File: src/sv/pvsb_pkg.sv
// Shared types, widths and register codes of the packed video-memory sprite blitter.
`default_nettype none
package pvsb_pkg;

  // fixed field widths
  localparam int CFG_IDX_W = 3;
  localparam int CFG_DW    = 12;
  localparam int COL_W     = 11;
  localparam int LEN_W     = 12;
  localparam int OX_W      = 11;
  localparam int OY_W      = 8;
  localparam int PG_W      = 4;
  localparam int PIX_W     = 8;
  localparam int RADDR_W   = 18;
  localparam int BCOL_W    = 12;
  localparam int DROW_W    = 12;

  // register indexes on the configuration port
  localparam logic [CFG_IDX_W-1:0] REG_DEPTH_MODE = 3'd0;
  localparam logic [CFG_IDX_W-1:0] REG_ROTATE     = 3'd1;
  localparam logic [CFG_IDX_W-1:0] REG_ORIGIN_X   = 3'd2;
  localparam logic [CFG_IDX_W-1:0] REG_ORIGIN_Y   = 3'd3;
  localparam logic [CFG_IDX_W-1:0] REG_ROW_LEN    = 3'd4;
  localparam logic [CFG_IDX_W-1:0] REG_PAGE_COLS  = 3'd5;

  // word operation codes
  localparam logic OP_PLOT = 1'b0;
  localparam logic OP_READ = 1'b1;

  // pixel depth codes
  localparam logic DEPTH_4BPP = 1'b0;
  localparam logic DEPTH_8BPP = 1'b1;

  localparam logic [LEN_W-1:0] MAX_LEN     = 12'd2048;
  localparam logic [PG_W-1:0]  PAGES_RESET = 4'd8;
  localparam logic [LEN_W-1:0] LEN_RESET   = 12'd1;
  localparam logic [7:0]       NIB_LO_MASK = 8'h0f;
  localparam logic [7:0]       NIB_HI_MASK = 8'hf0;
  localparam logic [3:0]       NIB_MASK    = 4'hf;
  localparam int               PAGE_BYTES  = 128;
  localparam int               PAGE_SHIFT  = 7;

  typedef struct packed {
    logic             depth_mode;
    logic             rotate;
    logic [OX_W-1:0]  origin_x;
    logic [OY_W-1:0]  origin_y;
    logic [LEN_W-1:0] row_len;
    logic [PG_W-1:0]  page_cols;
  } cfg_t;

  // destination of one source pixel, before the memory bounds check
  typedef struct packed {
    logic              drop;
    logic              high;
    logic [BCOL_W-1:0] bytecol;
    logic [DROW_W-1:0] row;
  } place_t;

endpackage
`default_nettype wire

File: src/sv/pvsb_place.sv
// Source position counter and destination placement of each plotted pixel.
`default_nettype none
module pvsb_place (
  input  wire logic            clk,
  input  wire logic            rst_n,
  input  wire pvsb_pkg::cfg_t  cfg,
  input  wire logic            plot_acc,
  input  wire logic            restart,
  output      pvsb_pkg::place_t place
);
  import pvsb_pkg::*;

  logic [COL_W-1:0] col_r, col_nxt;
  logic [COL_W-1:0] row_r, row_nxt;
  logic [COL_W-1:0] col_cur, row_cur;
  logic [LEN_W-1:0] len;
  logic [LEN_W-1:0] col_inc;
  logic [LEN_W-1:0] dcol, drow;
  logic [LEN_W-1:0] xsum;

  always_comb begin
    // clamp row length to 1..2048
    if (cfg.row_len == '0) begin
      len = LEN_W'(1);
    end else if (cfg.row_len > MAX_LEN) begin
      len = MAX_LEN;
    end else begin
      len = cfg.row_len;
    end

    col_cur = restart ? '0 : col_r;
    row_cur = restart ? '0 : row_r;

    place.drop = 1'b0;
    if (cfg.rotate) begin
      place.drop = ({1'b0, col_cur} >= len);
      dcol = {1'b0, row_cur};
      drow = len - LEN_W'(1) - {1'b0, col_cur};
    end else begin
      dcol = {1'b0, col_cur};
      drow = {1'b0, row_cur};
    end

    if (cfg.depth_mode == DEPTH_8BPP) begin
      xsum          = {2'b00, cfg.origin_x[OX_W-1:1]} + dcol;
      place.bytecol = xsum;
      place.high    = 1'b0;
    end else begin
      xsum          = {1'b0, cfg.origin_x} + dcol;
      place.bytecol = {1'b0, xsum[LEN_W-1:1]};
      place.high    = xsum[0];
    end
    place.row = {4'b0000, cfg.origin_y} + drow;

    // advance the column, wrap into the next row at the row length
    col_inc = {1'b0, col_cur} + LEN_W'(1);
    if (col_inc >= len) begin
      col_nxt = '0;
      row_nxt = row_cur + COL_W'(1);
    end else begin
      col_nxt = col_inc[COL_W-1:0];
      row_nxt = row_cur;
    end
  end

  always_ff @(posedge clk) begin
    if (!rst_n) begin
      col_r <= '0;
      row_r <= '0;
    end else if (plot_acc) begin
      col_r <= col_nxt;
      row_r <= row_nxt;
    end
  end

endmodule
`default_nettype wire

File: config.mk
export PLATFORM = sky130hd
export DESIGN_NAME = pvsb_place
export DESIGN_NICKNAME = d
export VERILOG_FILES = /design/src/sv/pvsb_pkg.sv /design/src/sv/pvsb_place.sv
export SDC_FILE = /design/constraint.sdc
export NUM_CORES = 1
export LEC_CHECK = 0
export BUFFER_PORTS_ARGS = -buffer_cell sky130_fd_sc_hd__buf_2
export CORE_MARGIN = 2
export CORE_UTILIZATION = 46
export DETAILED_ROUTE_END_ITERATION = 10
export GPL_ROUTABILITY_DRIVEN = 1
export PLACE_DENSITY = 0.78
export SYNTH_ARGS = -nofsm -noshare
export SYNTH_HDL_FRONTEND = slang
export SYNTH_SLANG_ARGS = --single-unit
File: constraint.sdc
create_clock -name clk -period 10 [get_ports clk]
set_input_delay 1 -clock clk [delete_from_list [all_inputs] [get_ports clk]]
set_output_delay 1 -clock clk [all_outputs]
set_load 0.005 [all_outputs]
==> metrics, run 1 <==
CTS Buf Count 3; root buf cell clkbuf_8; PD cells 64.2 nW/um2; clock-pin slew on the worst setup and hold paths 80 ps; Yosys cell types 59; CTS H-tree depth 1; Iteration-0 DRC Markers 162; core area 8260 um2; CP endpoint kind output pin; clk buf depth 2; GRT Total Usage 0.207; # clock sinks 22; most used flip-flop cell after synthesis dfxtp_1; Antenna Cells 0; crit path time final 5750 ps; sequential area share after synthesis 0.112; CP cell instances buf_2, nor4_1, a31oi_1, nor2_1, ha_1, fa_1, mux2_2, fa_1, a21o_1, a21oi_1, nor2b_1, o21a_1, o41ai_1, nor2_1, xor2_1, buf_2; LEAKAGE 2.17 nW; Min-Delay Path Class flip-flop to flip-flop; Resized Gates After CTS 0; post-route ant nets 0; Post-Route Setup TNS 0 ps; Net Count, Synth 638; dpl cells 679; Placement Setup Slack 4260 ps; final hold vios 0; Congestion Overflow GR 0; share of flip-flops with an asynchronous set or reset 0; Crit path largest cell delay 430 ps; Detailed Route WL 9510 um; initial cell density of the core 0.477; Die Span X 96.5 um; post-DP HPWL 7870 um; initial antenna violation count 0; WS Path Type input port to output pin; Synth warnings 0; CP arrival 4750 ps; Post-synth EDFFs 0; num rows 33; Die ar. 9320 um2; Worst setup SP type input port; RSZ-0062 raised after global routing false; synthesis-stage register bit count 22; DR vias/cell 5.62; synthesized area 3940 um2; Ports 67; Routed wire per std cell 13.9 um; largest net degree at the start of global routing 40; Placed Area 4310 um2; layout filler cell count 801; share of the clock period used by the worst path 0.575; # DRC 0; port bufs 62; final setup margin 4250 ps; total power 280 uW; outcome completed; CP max stage cell fa_1; setup bufs post-CTS 0; Placer Congestion 0.907; Slew @ Worst Pin 641 ps; Worst Hold Slack 506 ps; Max VDD drop 0.0000370 V; synth-to-layout area growth 10.8%; Max FO, Critical Path 3; CTS hold repair buffers 0; total of max-cap violations 0; number of global-route vias before repair 3523; Final setup violation count 0; Max-slew headroom 0.568; drt first pass iters 4; via count 3839; required time of the worst setup path 9000 ps; cells after synthesis 528; Non-Filler Instances 683; CTS tree built; Clock Latency Late Sink 260 ps; synthesized area per cell 7.46 um2; Slew Limit Fails 0; Die H 96.5 um; fmax 0.174 GHz; final instance area 4360 um2; clock skew 3.11 ps; first-pass GRT wire length 15600 um; final net count 689; Core Util, Final 0.528; share of layout cells above drive strength 1 0.135
==> worst paths after layout <==
| check | startpoint | endpoint | slack [ps] | cells past startpoint |
|---|---|---|---|---|
| max | cfg[11] | place[10] | 4250 | 16 |
| min | row_r[0] | row_r[0] | 510 | 2 |
| max reg2reg | col_r[0] | col_r[3] | 6070 | 16 |
| min reg2reg | row_r[0] | row_r[0] | 510 | 2 |
==> cells in the final DEF, fill, tap and decap left out, types with 4 or more instances in the layout <==
| master | count |
|---|---|
| nand2b_1 | 19 |
| o22ai_1 | 5 |
| xor2_1 | 19 |
| o21ai_0 | 22 |
| a211oi_1 | 7 |
| nor2b_1 | 13 |
| nor3_1 | 6 |
| nand3_1 | 22 |
| xnor2_1 | 26 |
| dfxtp_1 | 22 |
| nor4_1 | 4 |
| a21boi_1 | 4 |
| nand2_1 | 43 |
| a21o_1 | 20 |
| nor2_1 | 44 |
| mux2i_1 | 12 |
| o21a_1 | 16 |
| and3_1 | 6 |
| a31oi_1 | 4 |
| clkbuf_8 | 4 |
| buf_2 | 62 |
| inv_1 | 32 |
| nand4_1 | 4 |
| o21ai_1 | 8 |
| ha_1 | 65 |
| a21oi_1 | 39 |
| fa_1 | 4 |
==> worst max-delay path: cells and delay by family <==
family	cells	cell delay, ps
xor gates and xnor gates	1	150
and+or+nand+nor	4	790
buffers and inverters	2	220
muxes	1	300
AOI/OAI and AO/OA	5	1170
adders and majority gates	3	1100
==> report_power, final <==
group	switching (mW)	leakage (nW)	internal, mW	total, mW
clock	0.0278	0.0288	0.0350	0.0628
sequential	0.000401	0.177	0.0880	0.0884
combinational	0.0693	1.96	0.0595	0.129
==> cell families (layout without fill, tap and decap cells) <==
family	after synthesis	in the layout	synth area share
mux	15	15	0.0391
buf+inv	50	100	0.0518
compound gates	148	148	0.242
flops	22	22	0.112
fa+ha+maj	69	69	0.227
xor+xnor	45	45	0.100
simple gates	179	179	0.229
==> flip-flops by register name, summed over array words and instances (netlist names) <==
signal  flops
row_r      11
col_r      11
==> routing by layer <==
metal	vias to the layer above	part of all wire	track usage
met3	14	0.048	0.0202
met2	77	0.47	0.351
met5	-	0	0
met1	1772	0.46	0.276
li1	1976	-	-
met4	0	0.022	0.0657
==> cells in the mapped netlist, types with 5 or more instances <==
cell | instances | share of area
a21oi_1 | 39 | 0.050
o21a_1 | 16 | 0.030
inv_1 | 32 | 0.030
xor2_1 | 19 | 0.042
dfxtp_1 | 22 | 0.11
nand2_1 | 43 | 0.041
o21ai_1 | 8 | 0.010
mux2i_1 | 12 | 0.030
o22ai_1 | 5 | 0.0079
xnor2_1 | 26 | 0.058
ha_1 | 65 | 0.21
nand2b_1 | 19 | 0.030
a21o_1 | 20 | 0.038
clkbuf_1 | 12 | 0.011
nor2_1 | 44 | 0.042
and3_1 | 6 | 0.0095
nor2b_1 | 13 | 0.021
nor3_1 | 6 | 0.0076
a211oi_1 | 7 | 0.013
nand3_1 | 22 | 0.028
o21ai_0 | 22 | 0.028
==> layout make-up <==
cell class	instances	area [um2]	share of cell area
Multi-Input combinational cell	456	3290	0.755
Clock buffer	4	55.1	0.0126
Sequential cell	22	440	0.101
Inverter	33	124	0.0284
Tap cell	105	131	0.0301
Timing Repair Buffer	63	318	0.0728
No activity file was read; power rests on OpenSTA's default activity.
==> run 2, diff against run 1 <==
PLACE_DENSITY = 0.81   (was 0.78)
clock period = 5.1 ns   (was 10 ns; I/O delays follow)
==> run 2 against run 1 <==
Compared with the run above:
- first-iteration DRC count grew 48%
- via count grew 0.65%
- clock skew grew 0.88 ps
- die area is the same
- wire length grew 4.1%
- register-to-register slack lost 4500 ps
- clock-buffer cell count is the same
- clock power grew 99%
- worst setup slack lost 3900 ps
- sequential cell count is the same
- critical endpoint unchanged
==> metrics, run 2 (synthesis gave the netlist of run 1 again) <==
outcome completed; clock power share 0.225; hold_sp row_r[0]; Detailed Route WL 9910 um; num rows 33; required time of the worst setup path 4590 ps; Core Util, Final 0.529; Clock Latency Late Sink 260 ps; largest net degree at the start of global routing 33; CP arrival 4280 ps; commonest non-fill, non-tap cell in the layout ha_1; Die ar. 9320 um2; share of the clock period used by the worst path 0.940; share of layout cells above drive strength 1 0.136; Antenna Cells 0; first-pass GRT wire length 16300 um; CP endpoint place[10]; CTS Buf Count 3; P_int 359 uW; post-route ant nets 0; Post-Route Setup TNS 0 ps; CTS tree built; Max-slew headroom 0.539; Routed wire per std cell 14.5 um; Die H 96.5 um; PD cells 127 nW/um2; CTS hold repair buffers 0; clock skew 3.99 ps; DR vias/cell 5.65; final instance area 4370 um2; # DRC 0; Congestion Overflow GR 0; Max VDD drop 0.0000872 V; WS Path Type input port to output pin; final hold vios 0; clock-pin slew on the worst setup and hold paths 80 ps; Max FO, Critical Path 3; fmax 0.209 GHz; final net count 690; Worst setup SP type input port; Ports 67; switching pwr 196 uW; Seq pwr share 0.312; root buf cell clkbuf_8; logic gate share of total power 0.462; FF-to-FF End col_r[3]; number of global-route vias before repair 3694; CP endpoint kind output pin; Slew Limit Fails 0; initial antenna violation count 0; Die Span X 96.5 um; biggest regs col_r: 11 flops, row_r: 11 flops; crit path time final 4790 ps; Placed Area 4320 um2; Iteration-0 DRC Markers 240; Crit. Startpoint cfg[11]; clk buf depth 2; Final setup violation count 0; Min-Delay Path Class flip-flop to flip-flop; initial cell density of the core 0.477; RSZ-0062 raised after global routing false; drt first pass iters 5; worst reg2reg path startpoint col_r[4]; FF-to-FF setup slack 1530 ps; post-DP HPWL 8230 um; setup bufs post-CTS 0; Resized Gates After CTS 0; port bufs 62; Worst Hold Slack 501 ps; Sw Ratio 0.354; Worst Reg-to-Reg Cells 14; GRT Total Usage 0.216; CTS H-tree depth 1; core area 8260 um2; via count 3864; Placer Congestion 0.877; # clock sinks 22; Slew @ Worst Pin 684 ps; total power 555 uW; total of max-cap violations 0; synth-to-layout area growth 11.0%; most frequent cells in the layout ha_1 (65), buf_2 (62), nor2_1 (44); LEAKAGE 2.17 nW
==> run 2: stage by stage <==
stage	setup slack, ps	std cells
5_1_grt	112	684
4_1_cts	312	684
3_3_place_gp	460	680
6_report	308	684
2_1_floorplan	725	528
3_5_place_dp	316	680
==> run 2: worst min path at each step <==
stage | end | slack (ps) | cells after the start
6_report | row_r[0] | 500 | 2
3_3_place_gp | row_r[0] | 480 | 2
5_1_grt | col_r[1] | 530 | 2
3_5_place_dp | row_r[0] | 490 | 2
4_1_cts | row_r[0] | 500 | 2
2_1_floorplan | col_r[1] | 460 | 2
==> run 2: final cells by class <==
type,instances,area [um2]
clock buffers,4,55.1
fillers,780,3890
inverters,33,124
multi-input cells,456,3290
flip-flops and latches,22,440
well taps,105,131
repair buffers,64,325
==> run 2: power by group through the flow <==
stage	registers (mW)	logic, mW	clock network [mW]
3_5_place_dp	0.177	0.255	0
6_report	0.173	0.257	0.125
5_1_grt	0.173	0.288	0.132
4_1_cts	0.173	0.256	0.127
3_3_place_gp	0.177	0.245	0
2_1_floorplan	0.177	0.178	0
==> run 2: worst max-delay path, cell delays in order <==
cell     delay, ps
buf_2          100
nor4_1         320
a31oi_1        130
nor2_1         300
ha_1           260
fa_1           410
mux2_2         300
fa_1           430
a21o_1         180
a21oi_1        210
nor2b_1         70
o21a_1         200
o41ai_1        460
nor2_1         110
xor2_1         160
buf_2          130
==> run 2: metal layers <==
layer / up-vias / track usage / part of all wire
met3: 17 / 0.0155 / 0.038
li1: 1973 / - / -
met4: 0 / 0.0599 / 0.024
met1: 1790 / 0.267 / 0.44
met5: - / 0 / 0
met2: 84 / 0.400 / 0.49
==> run 3, diff against run 2 <==
MAX_ROUTING_LAYER = met4   (was not set)
==> run 3 against run 2 <==
Compared with the run above:
- wire length is 0.29% higher
- clock power decreased by 14%
- power down 3.0%
- core utilization down 0.17 points
- largest cell class unchanged
- die area unchanged
- critical path type unchanged
- non-clock buffer count did not move
- sequential power about the same
- final cell count down 0.15%
- sequential cell count is the same
==> metrics, run 3 (synthesis gave the netlist of run 1 again) <==
root buf cell clkbuf_8; drt first pass iters 5; most frequent cells in the layout ha_1 (65), buf_2 (62), nor2_1 (44); Resized Gates After CTS 0; required time of the worst setup path 4590 ps; CTS hold repair buffers 0; Routed wire per std cell 14.5 um; Placed Area 4320 um2; clk buf depth 2; Max-slew headroom 0.551; Ports 67; # DRC 0; Worst setup SP type input port; CTS Buf Count 3; CP arrival 4260 ps; Slew Limit Fails 0; clock-pin slew on the worst setup and hold paths 80 ps; WS Path Type input port to output pin; Detailed Route WL 9940 um; Die ar. 9320 um2; PD cells 124 nW/um2; Placer Congestion 0.889; layout filler cell count 786; final hold vios 0; first-pass GRT wire length 16300 um; LEAKAGE 2.17 nW; DR top layer met4; share of layout cells above drive strength 1 0.135; Max VDD drop 0.0000851 V; largest net degree at the start of global routing 33; final net count 690; WL met3 456 um; hold_sp row_r[0]; WL met2 4920 um; fmax 0.210 GHz; post-DP HPWL 8320 um; setup bufs post-CTS 0; GRT Total Usage 0.223; hold endpoint row_r[0]; worst reg2reg path startpoint col_r[0]; commonest non-fill, non-tap cell in the layout ha_1; Congestion Overflow GR 0; worst hold path depth 2; DR vias/cell 5.71; Min-Delay Path Class flip-flop to flip-flop; M1 WL 4360 um; dpl cells 680; final instance area 4360 um2; num rows 33; Slew @ Worst Pin 667 ps; via count 3898; outcome completed; total power 539 uW; FF+latch area 440 um2; synth-to-layout area growth 10.6%; initial cell density of the core 0.477; FF-to-FF setup slack 1570 ps; # clock sinks 22; total of max-cap violations 0; Max FO, Critical Path 3; Post-Route Setup TNS 0 ps; share of the clock period used by the worst path 0.935; clock skew 7.37 ps; biggest regs col_r: 11 flops, row_r: 11 flops; Die H 96.5 um; Non-Filler Instances 683; Worst Reg-to-Reg Cells 16; CTS tree built; core area 8260 um2; RSZ-0062 raised after global routing false; Worst Hold Slack 503 ps; Iteration-0 DRC Markers 187; post-route ant nets 0; CTS H-tree depth 1; port bufs 62; crit path time final 4770 ps; Clock Latency Late Sink 260 ps; number of global-route vias before repair 3752; Multi-input gate area 3290 um2; Antenna Cells 0; initial antenna violation count 0; Final setup violation count 0; CP endpoint kind output pin; Die Span X 96.5 um; FF-to-FF End row_r[10]
run 3: area by class of cell:
class	count	area share
flip-flops and latches	22	0.101
inverters	33	0.0284
well taps	105	0.0302
clock buffers	3	0.00948
multi-input cells	456	0.756
repair buffers	64	0.0747
run 3: layer usage:
layer / global-route usage / up-vias
met2: 0.403 / 102
met5: - / -
met3: 0.0163 / 17
li1: - / 1983
met4: 0.0634 / 0
met1: 0.264 / 1796
run 3: metrics by stage:
step,worst slack (ps),utilization
after floorplan,725,-
after global placement,454,0.523
after detailed placement,319,0.523
after CTS,320,0.528
after global routing,85.8,0.528
final,330,0.528
run 3: worst max-delay path by stage:
stage / startpoint / end / slack, ps / cells past startpoint
2_1_floorplan: restart / place[9] / 720 / 17
3_3_place_gp: cfg[11] / place[10] / 450 / 16
3_5_place_dp: cfg[11] / place[10] / 320 / 16
4_1_cts: cfg[11] / place[10] / 320 / 16
5_1_grt: cfg[11] / place[10] / 90 / 16
6_report: cfg[11] / place[10] / 330 / 16
run 3: critical path, stage by stage:
cell     delay, ps
buf_2          100
nor4_1         290
a31oi_1        140
nor2_1         280
ha_1           270
fa_1           430
mux2_2         300
fa_1           430
a21o_1         170
a21oi_1        210
nor2b_1         70
o21a_1         200
o41ai_1        430
nor2_1         130
xor2_1         160
buf_2          130
run 3: power by group:
part | leakage (nW) | internal [mW] | switching (mW)
Clock | 0.0216 | 0.0527 | 0.0546
Combinational | 1.97 | 0.118 | 0.140
Sequential | 0.177 | 0.173 | 0.000762
